[src/hw/rtl/ppdh_pkg.sv]
// Types and constants shared by the ping-pong delay block.
package ppdh_pkg;

  localparam int SampleW   = 24;
  localparam int GainW     = 17;
  localparam int CoefW     = 24;
  localparam int DlW       = 17;
  localparam int CfgW      = 24;
  localparam int OpW       = 25;
  localparam int ProdW     = 2 * OpW;
  localparam int AccW      = 52;
  localparam int CoefShift = 22;
  localparam int GainShift = 16;

  localparam logic [GainW-1:0] GainOne   = 17'd65536;
  localparam logic [DlW-1:0]   DlReset   = 17'd36000;
  localparam logic [GainW-1:0] WetReset  = 17'd32768;

  typedef enum logic [2:0] {
    CFG_DELAY_LENGTH = 3'd0,
    CFG_FEEDBACK     = 3'd1,
    CFG_WET_MIX      = 3'd2,
    CFG_START_LEFT   = 3'd3,
    CFG_FF_OUTER     = 3'd4,
    CFG_FF_MIDDLE    = 3'd5,
    CFG_FB_FIRST     = 3'd6,
    CFG_FB_SECOND    = 3'd7
  } cfg_idx_e;

  typedef struct packed {
    logic signed [SampleW-1:0] in_left;
    logic signed [SampleW-1:0] in_right;
  } in_t;

  typedef struct packed {
    logic signed [SampleW-1:0] out_left;
    logic signed [SampleW-1:0] out_right;
  } out_t;

  // Control of the shared multiply-accumulate unit.
  typedef struct packed {
    logic clr;
    logic add;
    logic coef_shift;
  } mac_ctl_t;

endpackage

[src/hw/rtl/ppdh_mac.sv]
// Shared multiply-accumulate unit with rounding, scaling shift and saturation.
module ppdh_mac (
  input  logic                              clk_i,
  input  ppdh_pkg::mac_ctl_t                ctl_i,
  input  logic signed [ppdh_pkg::OpW-1:0]   op_a_i,
  input  logic signed [ppdh_pkg::OpW-1:0]   op_b_i,
  output logic signed [ppdh_pkg::AccW-1:0]  shifted_o,
  output logic signed [ppdh_pkg::SampleW-1:0] sat_o
);
  import ppdh_pkg::*;

  localparam logic signed [AccW-1:0] SatHi = (AccW'(1) << (SampleW - 1)) - AccW'(1);
  localparam logic signed [AccW-1:0] SatLo = -SatHi - AccW'(1);
  localparam logic signed [AccW-1:0] RndCoef = AccW'(1) << (CoefShift - 1);
  localparam logic signed [AccW-1:0] RndGain = AccW'(1) << (GainShift - 1);

  logic signed [ProdW-1:0] prod_q;
  logic signed [AccW-1:0]  prod_ext;
  logic signed [AccW-1:0]  acc_q, acc_d;
  logic signed [AccW-1:0]  sum;

  assign prod_ext = {{(AccW - ProdW){prod_q[ProdW-1]}}, prod_q};

  always_comb begin
    acc_d = acc_q;
    if (ctl_i.clr) begin
      acc_d = ctl_i.coef_shift ? RndCoef : RndGain;
    end else if (ctl_i.add) begin
      acc_d = acc_q + prod_ext;
    end
  end

  // The product register only loads while terms are issued, so a result held at the
  // output keeps its value.
  always_ff @(posedge clk_i) begin
    if (ctl_i.clr || ctl_i.add) begin
      prod_q <= op_a_i * op_b_i;
    end
    acc_q <= acc_d;
  end

  // The last product is still in the product register when the result is taken.
  assign sum       = acc_q + prod_ext;
  assign shifted_o = ctl_i.coef_shift ? (sum >>> CoefShift) : (sum >>> GainShift);

  always_comb begin
    if (shifted_o > SatHi) begin
      sat_o = SatHi[SampleW-1:0];
    end else if (shifted_o < SatLo) begin
      sat_o = SatLo[SampleW-1:0];
    end else begin
      sat_o = shifted_o[SampleW-1:0];
    end
  end

endmodule

[config.mk]
export PLATFORM = sky130hd
export DESIGN_NAME = ppdh_mac
export DESIGN_NICKNAME = d
export VERILOG_FILES = /design/src/hw/rtl/ppdh_pkg.sv /design/src/hw/rtl/ppdh_mac.sv
export SDC_FILE = /design/constraint.sdc
export NUM_CORES = 2
export LEC_CHECK = 0
export ABC_AREA = 1
export BUFFER_PORTS_ARGS = -buffer_cell sky130_fd_sc_hd__buf_2
export CAP_MARGIN = 20
export CELL_PAD_IN_SITES_DETAIL_PLACEMENT = 1
export CELL_PAD_IN_SITES_GLOBAL_PLACEMENT = 2
export CORE_MARGIN = 2
export CORE_UTILIZATION = 35
export DETAILED_ROUTE_END_ITERATION = 8
export GPL_ROUTABILITY_DRIVEN = 1
export GPL_TIMING_DRIVEN = 0
export PLACE_DENSITY_LB_ADDON = 0.1
export SYNTH_ARGS = -nofsm -noshare
export SYNTH_HDL_FRONTEND = slang
export SYNTH_SLANG_ARGS = --single-unit
[constraint.sdc]
create_clock -name clk_i -period 8.3 [get_ports clk_i]
set_input_delay 1.66 -clock clk_i [delete_from_list [all_inputs] [get_ports clk_i]]
set_output_delay 1.66 -clock clk_i [all_outputs]
set_load 0.01 [all_outputs]
Word-level counts from Yosys, hierarchy flattened. Cells that the tools add are included. Widths: inputs -> output; s select.

$add $sub $neg: 1. Multiply operators: 1. Order comparisons: 2. Multiplexer cells: 6. Reduce and logical (&&, ||, !) cells: 2.

Operators with widths (number): $mux 52 (2); $add 52x50->52 (1); $mul 25x25->50 (1); $mux 24 (2); $gt 36x24->1 const B (1); $lt 36x24->1 const B (1); $mux 35 (1); $mux 22 (1); $reduce_bool 2->1 (1); $logic_or 1x1->1 (1).

Flip-flop bits (word level): 102. Output and inout bits: 76.

Longest topological paths before layout.
Word-level depth: 5. Depth in mapped cells: 31. Depth with buffers taken out: 29.

Worst setup path before layout. Ideal clock, no wire load.

Path kind: input to register. From: input port op_a_i[24] (netlist bit). To: register prod_q[46], data pin. Setup time: 262 ps. Data arrival time: 7735 ps. Required time: 8038 ps. Path slack: 303 ps. Cell stages on the path: 28. Path buffers: 2. Cell sequence: clkbuf_1 clkbuf_1 nand2_1 inv_1 fa_1 fa_1 inv_1 fa_1 inv_1 fa_1 fa_1 fa_1 inv_1 fa_1 inv_1 ha_1 nand2_1 nor2_1 inv_1 nor2_1 inv_1 nor3_1 nand3_1 nand3_1 nand2_1 o211ai_1 a21oi_1 xor2_1.

Cells in the longest elaborated chain, start to end: 1.

RTL lines: start: declaration (line ppdh_mac.sv:5) `input logic signed [ppdh_pkg::OpW-1:0] op_a_i,`; $mul 25x25->50 (line ppdh_mac.sv:37) `prod_q <= op_a_i * op_b_i;`; end signal: assignment (line ppdh_mac.sv:37); end: declaration (line ppdh_mac.sv:17) `logic signed [ProdW-1:0] prod_q;`.

No other way between the ends. A chain may end at the register's enable or synchronous reset.

Final worst setup path.
From: input port op_b_i[2] (netlist bit). To: register prod_q[49], data pin.

Cells in the longest elaborated chain, start to end: 1.

RTL lines: start: declaration (line ppdh_mac.sv:6) `input logic signed [ppdh_pkg::OpW-1:0] op_b_i,`; $mul 25x25->50 (line ppdh_mac.sv:37).

No other way between the ends.

==> summary.md <==
| Metric | Value |
|---|---|
| Max-cap violations | `0` |
| Setup slack of the worst register-to-register path | `between 5 and 6 ns` |
| Clock latency of the later-clocked register in the worst-skew pair | `0.38 ns` |
| Final HPWL DP | `107000 microns` |
| Pin count of the biggest net entering global routing | `between 60 and 70` |
| Post-detailed-routing wire length | `124000 microns` |
| Share of the clock period used by the worst path | `slightly below 100%` |
| Count of port buffers added during placement | `approximately 80` |
| Finished Cell Area | `between 30000 and 40000 sq um` |
| Post-Synth XOR/XNOR Area | `between 2 and 2.5%` |
| First-pass GRT wire length | `around 180000 microns` |
| WHS Endpoint | `acc_q[0]` |
| Initial core utilization | `35.3%` |
| Max transition margin | `36.9%` |
| Number of storage elements in the synthesis netlist | `about 100` |
| Total die area | `between 90000 and 100000 sq um` |
| Path category of the worst min-delay check | `register to register` |
| Post-placement cell count | `5518` |
| Per-cell routed wire length | `22.4 microns` |
| Most common library cell in the layout ignoring fill and taps | `inv_1` |
| Number of buffers on the longest clock path | `2` |
| Crit path setup slack, layout | `~0.16 ns` |
| GRT Resource Usage Total | `between 20% and 30%` |
| Async set or reset register ratio after synthesis | `0%` |
| Post-layout minimum cycle time | `just over 8 ns` |
| # DRC | `0` |
| Routed vias | `around 26000` |
| EDFF count, synth | `around 100` |
| Pre-Repair DR Iteration Count | `5` |
| Antenna violations before repair | `0` |
| Overall die width | `308 microns` |
| Global route overflow | `0` |
| Flip-flop and latch area | `between 3000 and 4000 sq um` |
| Routability congestion estimate | `0.893` |
| Post-Route Setup TNS | `0 ns` |
| Cells on worst reg2reg path | `14` |
| Inserted Clock Buffers | `9` |
| Final clock skew | `about 0.026 ns` |
| WP data required | `roughly 8.4 ns` |
| Hold path startpoint | `acc_q[0]` |
| Nature of the critical path startpoint | `input pin` |
| Post-Syn Instances | `4251` |
| Cell variety after synth | `48` |
| Share of synthesized cell area in full adder, half adder and majority cells | `between 40% and 50%` |
| Core region area | `91700 sq um` |
| WS Path Type | `input pin to register` |
| Share of the yosys chip area belonging to registers | `under 10%` |
| Synth Area in Compound Gates | `under 10%` |
| Arrival time at the worst endpoint | `8.23 ns` |
| Synth warnings | `0` |
| Routed vias/inst | `approximately 4.8` |
| Source of the worst register-to-register timing path | `prod_q[19]` |
| Count of antenna-violating nets left after detailed routing | `0` |
| CP Capture Type | `register` |
| Result of the run | `completed` |
| Worst slack, placed | `-2.08 ns` |
| Clock tree from TritonCTS | `yes` |
| Vertical die dimension | `~310 microns` |
| Most frequent cells in the layout | `inv_1, nand2_1, fa_1` |
| Netlist Area Pre-Place | `roughly 32000 sq um` |
| Cell Rows | `111` |
| Main synth FF type | `edfxtp_1` |
| Setup Viol. Count Final | `0` |
| Count of fill cells added during filler insertion | `roughly 11000` |
| Combinational family with the most area after synthesis | `adder cells` |
| Share of cell area taken by muxes after synthesis | `0.0618%` |
| Syn_area_per_cell | `between 7 and 8 sq um` |
| Worst R2R End | `acc_q[37]` |
| Crit-path max FO | `10` |
| Area Overhead vs Synth | `9.86%` |
| Diodes inserted | `0` |
| Combined area of the multi-input logic cells | `24000 sq um` |
| RSZ-0062 raised after global routing | `yes` |
| Transition time at the pin with the least slew margin | `0.946 ns` |
| Final slew viol count | `0` |
| Number of cells on the worst hold path | `3` |
| CTS Sinks | `between 100 and 150` |
| Nets@finish | `5263` |
| Number of hold violations in the final report | `0` |
| Vias in the first global route | `28990` |
| Instance area after placement | `roughly 34000 sq um` |
| Iteration-0 DRC Markers | `~1300` |
| Total nets after synthesis | `just over 5000` |
| H-Tree Depth | `3` |
| Clock Tree Root | `clkbuf_16` |
| I/O pin cnt | `130` |
| Clock-pin transition on the worst setup and hold timing paths | `around 0.080 ns` |
| Max frequency | `roughly 120 MHz` |
| Fraction of layout instances using a drive strength above 1 | `roughly a tenth` |
| Simple-gate share of the synthesized area | `approximately a fifth` |
| Final cell count without fillers | `5549` |
==> metal layers <==
metal	global-route usage, %	part of all wire, %	vias up
met2	47.0	49	525
met5	0	0	-
li1	-	-	12299
met4	7.35	3.3	0
met1	35.4	44	13541
met3	1.40	3.7	126
==> worst max-delay path by stage <==
stage	startpoint	endpoint	slack, ns
5_1_grt	op_a_i[17]	prod_q[45]	-0.02
2_1_floorplan	op_a_i[24]	prod_q[46]	0.30
4_1_cts	op_b_i[1]	prod_q[45]	0.005
3_3_place_gp	op_a_i[14]	prod_q[45]	-2.08
6_report	op_b_i[2]	prod_q[49]	0.16
3_5_place_dp	op_a_i[14]	prod_q[45]	-2.08
==> Yosys cell counts (all sizes together) (4+ instances only) <==
| master | number | area share, % |
|---|---|---|
| edfxtp | 102 | 9.5 |
| o211ai | 4 | 0.093 |
| buf | 23 | 0.56 |
| xnor2 | 34 | 0.92 |
| and2 | 5 | 0.097 |
| nor3 | 20 | 0.36 |
| fa | 659 | 41 |
| nor2 | 204 | 2.6 |
| nand3 | 76 | 1.3 |
| o21bai | 8 | 0.22 |
| o221ai | 4 | 0.11 |
| a21oi | 115 | 1.8 |
| nor4 | 4 | 0.077 |
| a31oi | 8 | 0.15 |
| clkbuf | 159 | 1.8 |
| nand4 | 24 | 0.48 |
| or2 | 9 | 0.17 |
| nand2 | 1181 | 14 |
| o21a | 13 | 0.30 |
| xor2 | 45 | 1.2 |
| inv | 1270 | 15 |
| o21ai | 77 | 1.2 |
| ha | 192 | 7.4 |
==> registers in the layout, indices dropped and copies added (netlist names) <==
signal / cells
acc_q: 52
prod_q: 50
==> through the flow <==
step           hold WS, ns  util [%]
3_3_place_gp         0.629      37.4
3_5_place_dp         0.647      37.4
2_1_floorplan        0.616         -
4_1_cts              0.668      38.4
6_report             0.658      38.8
5_1_grt              0.711      38.8
==> cells by family (layout without fill, tap and decap cells) <==
logic type / count (synthesis) / in the layout
AOI/OAI and AO/OA: 237 / 237
DFF: 102 / 102
muxes: 2 / 2
buffers and inverters: 1453 / 1565
adders and majority gates: 851 / 851
and+or+nand+nor: 1527 / 1527
xor gates and xnor gates: 79 / 79
==> area by class of cell <==
class | instances | share of cell area (%)
Buffer | 182 | 3.88
Timing Repair Buffer | 96 | 1.60
Tap cell | 1186 | 4.17
Sequential cell | 102 | 8.61
Clock inverter | 6 | 0.144
Multi-Input combinational cell | 2696 | 67.5
Clock buffer | 10 | 0.644
Inverter | 1271 | 13.4
==> worst max-delay path, stage by stage <==
cell,delay [ns]
clkbuf_4,0.18
buf_8,0.17
nand2_1,0.07
inv_1,0.10
fa_2,0.48
fa_2,0.69
clkinvlp_4,0.25
buf_6,0.18
fa_2,0.58
fa_2,0.48
fa_1,0.47
inv_1,0.10
fa_1,0.43
fa_1,0.50
ha_2,0.31
a21oi_4,0.15
o21a_1,0.16
o21ai_1,0.09
nand3_1,0.10
o311ai_0,0.16
a21oi_1,0.34
o211ai_1,0.31
xor2_1,0.24
==> what timing repair did <==
| action | in CTS | in global routing |
|---|---|---|
| buffers inserted | 7 | 7 |
| hold buffers | 0 | 0 |
| resized for setup | 252 | 152 |
| pin swaps | 6 | 16 |
| endpoints found under the setup margin | 34 | 17 |
| gates cloned | 0 | 1 |
| hold endpoints to repair | 0 | 0 |
Power is left out: the tool's default activity adds up to more than one toggle a clock period on the data nets, which glitch-free logic cannot reach.
